--- src/spd_pkg.sv ---
// ---------------------------------------------------------------------------
// spd_pkg - shared types and codes of the servo packet deframer
// Byte type, input kind, result kind and status codes, and the result
// record that travels through the output stage.
// ---------------------------------------------------------------------------
`default_nettype none

package spd_pkg;

   typedef logic [7:0] byte_type;
   typedef logic [1:0] status_type;

   localparam logic KIND_BYTE = 1'b0;
   localparam logic KIND_GAP  = 1'b1;

   localparam logic RESULT_PARAM   = 1'b0;
   localparam logic RESULT_VERDICT = 1'b1;

   localparam status_type STATUS_OK        = 2'd0;
   localparam status_type STATUS_BAD_CSUM  = 2'd1;
   localparam status_type STATUS_BAD_LEN   = 2'd2;
   localparam status_type STATUS_ABORTED   = 2'd3;

   localparam byte_type HEADER_BYTE = 8'hFF;
   localparam byte_type MIN_LENGTH  = 8'd2;
   localparam byte_type MAX_LEN_RESET = 8'd255;

   typedef struct packed {
      logic       result_kind;
      byte_type   data_byte;
      byte_type   byte_index;
      byte_type   frame_id;
      byte_type   instruction_code;
      byte_type   param_count;
      status_type status;
   } result_type;

endpackage : spd_pkg

`default_nettype wire

--- src/servo_packet_deframer_top.sv ---
// ---------------------------------------------------------------------------
// servo_packet_deframer_top - receive-side deframer for servo bus packets
// Hunts for a two-byte 0xFF header, reads id, length, instruction, the
// parameter bytes and the checksum, and reports each parameter byte and a
// final verdict per frame.
// ---------------------------------------------------------------------------
// The block takes one item per clock cycle while req_stall is low: a received
// byte or a line-gap event. Each item is handled in the cycle it is accepted,
// and at most one result item comes of it, registered in the output register
// or the skid register before rsp_valid shows it. Every parameter byte
// is passed out as it arrives together with its index, the frame id, the
// instruction and the parameter count. The checksum byte produces a verdict
// item with status ok or bad checksum; a length below 2 or above max_len
// produces a bad-length verdict as soon as the length byte arrives, and a
// line gap inside a frame produces an aborted verdict carrying what has been
// held so far. The result channel has an output register backed by one skid
// register, so input items keep flowing while a result waits to be taken;
// req_stall rises only once both are full. max_len resets to 255; the user
// must write it via the csr port only while idle; the block does not enforce it.
`default_nettype none

module servo_packet_deframer_top (
   input  wire logic              clock,
   input  wire logic              reset,
   // Configuration port
   input  wire logic              csr_wr_en,
   input  wire spd_pkg::byte_type csr_wr_data,
   // Input channel
   input  wire logic              req_valid,
   output logic                   req_stall,
   input  wire logic              req_kind,
   input  wire spd_pkg::byte_type req_rx_byte,
   // Result channel
   output logic                   rsp_valid,
   input  wire logic              rsp_stall,
   output logic                   rsp_result_kind,
   output spd_pkg::byte_type      rsp_data_byte,
   output spd_pkg::byte_type      rsp_byte_index,
   output spd_pkg::byte_type      rsp_frame_id,
   output spd_pkg::byte_type      rsp_instruction_code,
   output spd_pkg::byte_type      rsp_param_count,
   output spd_pkg::status_type    rsp_status
);

   import spd_pkg::*;

   // Frame phases.
   localparam logic [2:0] PH_HUNT  = 3'd0;
   localparam logic [2:0] PH_ID    = 3'd1;
   localparam logic [2:0] PH_LEN   = 3'd2;
   localparam logic [2:0] PH_INSTR = 3'd3;
   localparam logic [2:0] PH_PARAM = 3'd4;
   localparam logic [2:0] PH_CSUM  = 3'd5;

   // Deframer state.
   byte_type   max_len_ff;
   logic [2:0] phase_ff,         phase_in;
   logic       prev_was_ff_ff,   prev_was_ff_in;
   byte_type   held_id_ff,       held_id_in;
   byte_type   held_length_ff,   held_length_in;
   byte_type   held_instr_ff,    held_instr_in;
   byte_type   param_counter_ff, param_counter_in;
   byte_type   sum_acc_ff,       sum_acc_in;

   // Output stage: the result register and the skid register behind it.
   result_type out_data_ff;
   logic       out_valid_ff;
   result_type skid_data_ff;
   logic       skid_valid_ff;

   logic       req_accept;
   logic       out_take;
   logic       has_result;
   result_type result;
   byte_type   param_total;
   byte_type   counter_next;
   byte_type   sum_with_byte;

   // The input side stalls only while the skid register is occupied, which
   // keeps req_stall a plain register output.
   assign req_stall  = skid_valid_ff;
   assign req_accept = req_valid && !skid_valid_ff;
   assign out_take   = out_valid_ff && !rsp_stall;

   // Number of parameter bytes implied by the held length.
   assign param_total   = (held_length_ff >= MIN_LENGTH) ? held_length_ff - MIN_LENGTH : '0;
   assign counter_next  = param_counter_ff + 8'd1;
   assign sum_with_byte = sum_acc_ff + req_rx_byte;

   // One pass of the deframer for the item on the input ports.
   always_comb begin
      phase_in         = phase_ff;
      prev_was_ff_in   = prev_was_ff_ff;
      held_id_in       = held_id_ff;
      held_length_in   = held_length_ff;
      held_instr_in    = held_instr_ff;
      param_counter_in = param_counter_ff;
      sum_acc_in       = sum_acc_ff;
      has_result       = 1'b0;

      // Verdicts carry the held id and instruction; the other fields are
      // filled in per case.
      result.result_kind      = RESULT_VERDICT;
      result.data_byte        = '0;
      result.byte_index       = '0;
      result.frame_id         = held_id_ff;
      result.instruction_code = held_instr_ff;
      result.param_count      = '0;
      result.status           = STATUS_OK;

      if (req_kind == KIND_GAP) begin
         prev_was_ff_in = 1'b0;
         if (phase_ff != PH_HUNT) begin
            // A gap inside a frame aborts it with what has been held so far.
            has_result         = 1'b1;
            result.param_count = param_total;
            result.status      = STATUS_ABORTED;
            phase_in           = PH_HUNT;
         end
      end else begin
         unique case (phase_ff)
            PH_ID: begin
               held_id_in = req_rx_byte;
               sum_acc_in = req_rx_byte;
               phase_in   = PH_LEN;
            end
            PH_LEN: begin
               if (req_rx_byte < MIN_LENGTH || req_rx_byte > max_len_ff) begin
                  held_length_in = '0;
                  has_result     = 1'b1;
                  result.status  = STATUS_BAD_LEN;
                  phase_in       = PH_HUNT;
                  prev_was_ff_in = 1'b0;
               end else begin
                  held_length_in = req_rx_byte;
                  sum_acc_in     = sum_with_byte;
                  phase_in       = PH_INSTR;
               end
            end
            PH_INSTR: begin
               held_instr_in    = req_rx_byte;
               sum_acc_in       = sum_with_byte;
               param_counter_in = '0;
               // A frame without parameters goes straight to its checksum.
               phase_in         = (held_length_ff == MIN_LENGTH) ? PH_CSUM : PH_PARAM;
            end
            PH_PARAM: begin
               sum_acc_in               = sum_with_byte;
               param_counter_in         = counter_next;
               if (counter_next >= param_total) begin
                  phase_in = PH_CSUM;
               end
               has_result               = 1'b1;
               result.result_kind       = RESULT_PARAM;
               result.data_byte         = req_rx_byte;
               result.byte_index        = param_counter_ff;
               result.param_count       = param_total;
            end
            PH_CSUM: begin
               has_result         = 1'b1;
               result.param_count = param_total;
               result.status      = (req_rx_byte == ~sum_acc_ff) ? STATUS_OK
                                                                 : STATUS_BAD_CSUM;
               phase_in           = PH_HUNT;
               prev_was_ff_in     = 1'b0;
            end
            default: begin
               // Hunting: two header bytes in a row open a frame and clear
               // everything held from the last one.
               if (req_rx_byte == HEADER_BYTE && prev_was_ff_ff) begin
                  phase_in         = PH_ID;
                  prev_was_ff_in   = 1'b0;
                  held_id_in       = '0;
                  held_length_in   = '0;
                  held_instr_in    = '0;
                  param_counter_in = '0;
                  sum_acc_in       = '0;
               end else begin
                  phase_in       = PH_HUNT;
                  prev_was_ff_in = (req_rx_byte == HEADER_BYTE);
               end
            end
         endcase
      end
   end

   // Configuration register.
   always_ff @(posedge clock) begin
      if (reset) begin
         max_len_ff <= MAX_LEN_RESET;
      end else if (csr_wr_en) begin
         max_len_ff <= csr_wr_data;
      end
   end

   // Deframer state, updated once per accepted item.
   always_ff @(posedge clock) begin
      if (reset) begin
         phase_ff         <= PH_HUNT;
         prev_was_ff_ff   <= 1'b0;
         held_id_ff       <= '0;
         held_length_ff   <= '0;
         held_instr_ff    <= '0;
         param_counter_ff <= '0;
         sum_acc_ff       <= '0;
      end else if (req_accept) begin
         phase_ff         <= phase_in;
         prev_was_ff_ff   <= prev_was_ff_in;
         held_id_ff       <= held_id_in;
         held_length_ff   <= held_length_in;
         held_instr_ff    <= held_instr_in;
         param_counter_ff <= param_counter_in;
         sum_acc_ff       <= sum_acc_in;
      end
   end

   // Output stage control. A new result goes to the output register when it
   // is free or being emptied this cycle, and otherwise to the skid register.
   // When the skid register is full no item is accepted, so it only drains.
   always_ff @(posedge clock) begin
      if (reset) begin
         out_valid_ff  <= 1'b0;
         skid_valid_ff <= 1'b0;
      end else if (skid_valid_ff) begin
         if (out_take) begin
            skid_valid_ff <= 1'b0;
         end
      end else if (req_accept && has_result) begin
         if (!out_valid_ff || out_take) begin
            out_valid_ff <= 1'b1;
         end else begin
            skid_valid_ff <= 1'b1;
         end
      end else if (out_take) begin
         out_valid_ff <= 1'b0;
      end
   end

   // Output stage payload.
   always_ff @(posedge clock) begin
      if (skid_valid_ff) begin
         if (out_take) begin
            out_data_ff <= skid_data_ff;
         end
      end else if (req_accept && has_result) begin
         if (!out_valid_ff || out_take) begin
            out_data_ff <= result;
         end else begin
            skid_data_ff <= result;
         end
      end
   end

   assign rsp_valid            = out_valid_ff;
   assign rsp_result_kind      = out_data_ff.result_kind;
   assign rsp_data_byte        = out_data_ff.data_byte;
   assign rsp_byte_index       = out_data_ff.byte_index;
   assign rsp_frame_id         = out_data_ff.frame_id;
   assign rsp_instruction_code = out_data_ff.instruction_code;
   assign rsp_param_count      = out_data_ff.param_count;
   assign rsp_status           = out_data_ff.status;

endmodule : servo_packet_deframer_top

`default_nettype wire
--- config.mk ---
export PLATFORM = sky130hd
export DESIGN_NAME = servo_packet_deframer_top
export DESIGN_NICKNAME = d
export VERILOG_FILES = /design/src/spd_pkg.sv /design/src/servo_packet_deframer_top.sv
export SDC_FILE = /design/constraint.sdc
export NUM_CORES = 1
export LEC_CHECK = 0
export BUFFER_PORTS_ARGS = -buffer_cell sky130_fd_sc_hd__buf_2
export CORE_UTILIZATION = 64
export CTS_BUF_LIST = sky130_fd_sc_hd__clkbuf_16
export DETAILED_ROUTE_END_ITERATION = 8
export GPL_ROUTABILITY_DRIVEN = 0
export PLACE_DENSITY_LB_ADDON = 0.3
export SYNTH_ARGS = -nofsm -noshare
export SYNTH_HDL_FRONTEND = slang
export SYNTH_SLANG_ARGS = --single-unit
--- constraint.sdc ---
create_clock -name clock -period 12.1 [get_ports clock]
set_clock_uncertainty 0.05 [all_clocks]
set_input_delay 0.605 -clock clock [delete_from_list [all_inputs] [get_ports clock]]
set_output_delay 0.605 -clock clock [all_outputs]
set_load 0.005 [all_outputs]
==> qor.txt <==
Distinct cells, synth -> 60
max-slew violation count -> 0
Hold Startpoint -> csr_wr_data[0]
Synth Area in Compound Gates -> 0.138
first-pass GRT wire length -> 24,500 um
RSZ-0062 raised after global routing -> false
DP HPWL -> 9980 um
post-route insts no fill -> 791
most frequent cell after synthesis -> edfxtp_1
placed insts -> 759
ys flop type -> edfxtp_1
Synth warnings -> 0
largest family of logic cells by synthesized area -> simple AND/OR/NAND/NOR gates
Synth top area share -> 0.390
clock-pin slew on the worst setup and hold paths -> 0.06 ns
number of vias per cell -> 6.28
Final Hold Viols -> 0
Final Setup Violations -> 0
wire per inst -> 19.2 um
critical path's slowest cell -> o31ai_1
Adder-Cell Fraction of Synth Area -> 0.0522
row count -> 36
die area -> 0.0108 mm2
final core occ -> 0.774
Final Cycle Share -> 0.262
post-synth top area cell -> edfxtp_1
post-synthesis xor/xnor area fraction -> 0.0212
Post-synth top cells -> edfxtp_1 (86), dfxtp_1 (54), nand2_1 (47), nor2_1 (44), a21oi_1 (42)
Hold EP -> max_len_ff[0]
routed wire length -> 15,200 um
TritonRoute pass-1 iters -> 6
CTS Buffer Depth -> 2
top cells by area, synth -> edfxtp_1 (39%), dfxtp_1 (16%), mux2_2 (6.0%)
peak supply drop -> 0.0880 mV
leak pwr -> 2.92 nW
CP max stage delay -> 0.71 ns
synth-to-layout area growth -> 15.8%
post-cts gate resize count -> 0
Cell Area, Synth -> 0.00662 mm2
CTS tree -> done
min Tclk post-route -> 3.17 ns
R2R depth -> 8
Slew headroom -> 0.172
reg2reg setup slack -> 8.99 ns
clock sink total -> 140
num ports -> 67
Setup CP Type -> in2reg
DRC violations left -> 0
Min-Delay Path Depth -> 3
Starting Density -> 0.668
layout cells sized above 1 -> 0.239
fillers -> 616
Port-buffer cells -> 66
PnR Total Power -> 1.10 mW
Simple-Gate Fraction of Synth Area -> 0.142
Max-cap violations -> 0
Mapped Nets -> 635
1st-iter DRT viols -> 546
pwr/cell area -> 143 mW/mm2
multiplexer share of the synthesized area -> 0.0625
initial antenna violation count -> 0
Critical R2R Launch -> max_len_ff[5]
final net count -> 694
clk_lat worst skew -> 0.42 ns
CTS Hold Bufs -> 0
Die Y-Extent -> 104 um
Async SR Flop Fraction -> 0
Final ANT Viol Nets -> 0
vias -> 4,971
Core Box Area -> 0.00991 mm2
grt total ovfl -> 0
status -> finished, final reports clean
gr usage total -> 0.296
clock root buffer master -> clkbuf_16
cells along the critical path -> buf_2, inv_1, ha_1, nand4_1, o21a_1, o31a_1, o31ai_1, a21boi_4, buf_4
Post-synth EDFFs -> 86
# diodes -> 0
FF-to-FF End -> skid_data_ff[7]
Post-Synthesis Cells -> 586
H-tree Lvls -> 4
final setup TNS -> 0 ns
Req. time, crit path -> 12.20 ns
crit start category -> primary input
Worst setup EP type -> register
cts bufs inserted -> 17
Seq/Total Area, Yosys -> 0.553
min-delay worst type -> in2reg
pin count of the biggest net entering global routing -> 49
Crit path arrival time -> 3.27 ns
flops & latches, synth -> 140
Max Clk Rate -> 315 MHz
vias in the first global route -> 4,800
Synth Area per Inst -> 11.3 um2
Crit Path Max Fanout -> 25
Horiz. Die Dim -> 104 um
worst-margin pin slew -> 1.24 ns
Post-CTS Setup Bufs -> 0
-- layer usage --
metal	global-route usage	part of all wire
met5	0	0
met3	0.0806	0.089
met1	0.392	0.41
met4	0.128	0.026
met2	0.460	0.47
-- where the power goes --
group | total, mW | internal [mW] | switching, mW
clock network | 0.546 | 0.345 | 0.201
registers | 0.510 | 0.508 | 0.00187
logic | 0.0402 | 0.0134 | 0.0268
total | 1.10 | 0.866 | 0.230
-- worst max path at each step --
stage                   startpoint  slack [ns]                 to
floorplan           req_rx_byte[7]        6.68  rsp_byte_index[0]
global placement    req_rx_byte[7]        8.64    skid_data_ff[7]
detailed placement  req_rx_byte[5]        8.52    skid_data_ff[3]
CTS                 req_rx_byte[7]        8.94    skid_data_ff[7]
global route        req_rx_byte[7]        8.74      rsp_status[1]
finish              req_rx_byte[0]        8.93      rsp_status[1]
-- flip-flops by register name, summed over array words and instances, names as in the netlist, 3 cells and up --
signal                count
held_instr_ff             8
rsp_frame_id              8
rsp_byte_index            8
sum_acc_ff                8
rsp_instruction_code      8
rsp_param_count           8
held_id_ff                8
phase_ff                  3
max_len_ff                8
param_counter_ff          8
held_length_ff            8
rsp_data_byte             8
skid_data_ff             43
-- layout make-up --
type                            instances  area [um2]  area share
Tap cell                              133         166      0.0217
Clock inverter                         15         196      0.0256
Clock buffer                           17         425      0.0555
Timing Repair Buffer                   69         353      0.0460
Sequential cell                       140        3660       0.478
Inverter                               22        82.6      0.0108
Multi-Input combinational cell        395        2780       0.363
-- cells by family after synthesis --
group,count (synthesis)
buffers and inverters,51
XOR/XNOR,16
flip-flops,140
AND/OR/NAND/NOR,185
adder cells (fa/ha/maj),27
AO/OA/AOI/OAI,130
multiplexers,37
-- worst max-delay path, delay by kind of cell --
kind,cells,cell delay (ns)
AO/OA/AOI/OAI,4,1.61
buffers and inverters,3,0.64
adder cells (fa/ha/maj),1,0.30
AND/OR/NAND/NOR,1,0.11
-- per-stage QoR --
stage          instance area, um2  setup WS [ns]  hold WS, ns
6_report                     7670           8.93        0.349
2_1_floorplan                6620           6.68        0.377
4_1_cts                      7670           8.94        0.343
5_1_grt                      7670           8.74        0.358
3_3_place_gp                 7050           8.64        0.392
3_5_place_dp                 7050           8.52        0.401
-- layout by cell type, fill, tap and decap left out, types with 3 or more instances in the layout --
master	instances
o211ai_1	10
nand3b_1	4
a32oi_1	3
o21ai_0	14
a22oi_1	22
xnor2_1	5
nor3_1	9
nor2b_1	5
a211oi_2	8
nor2_1	43
and2_1	16
nand2b_1	12
nand2_1	47
or3_1	4
o31ai_1	9
edfxtp_1	86
buf_2	66
ha_1	26
nand3_1	18
xor2_1	11
inv_6	3
inv_1	23
a21oi_1	42
dfxtp_1	54
and3_1	3
bufinv_16	4
clkbuf_16	17
nand4_1	6
buf_4	3
mux2_2	35
Note: power is estimated with default switching activity, not from simulation.
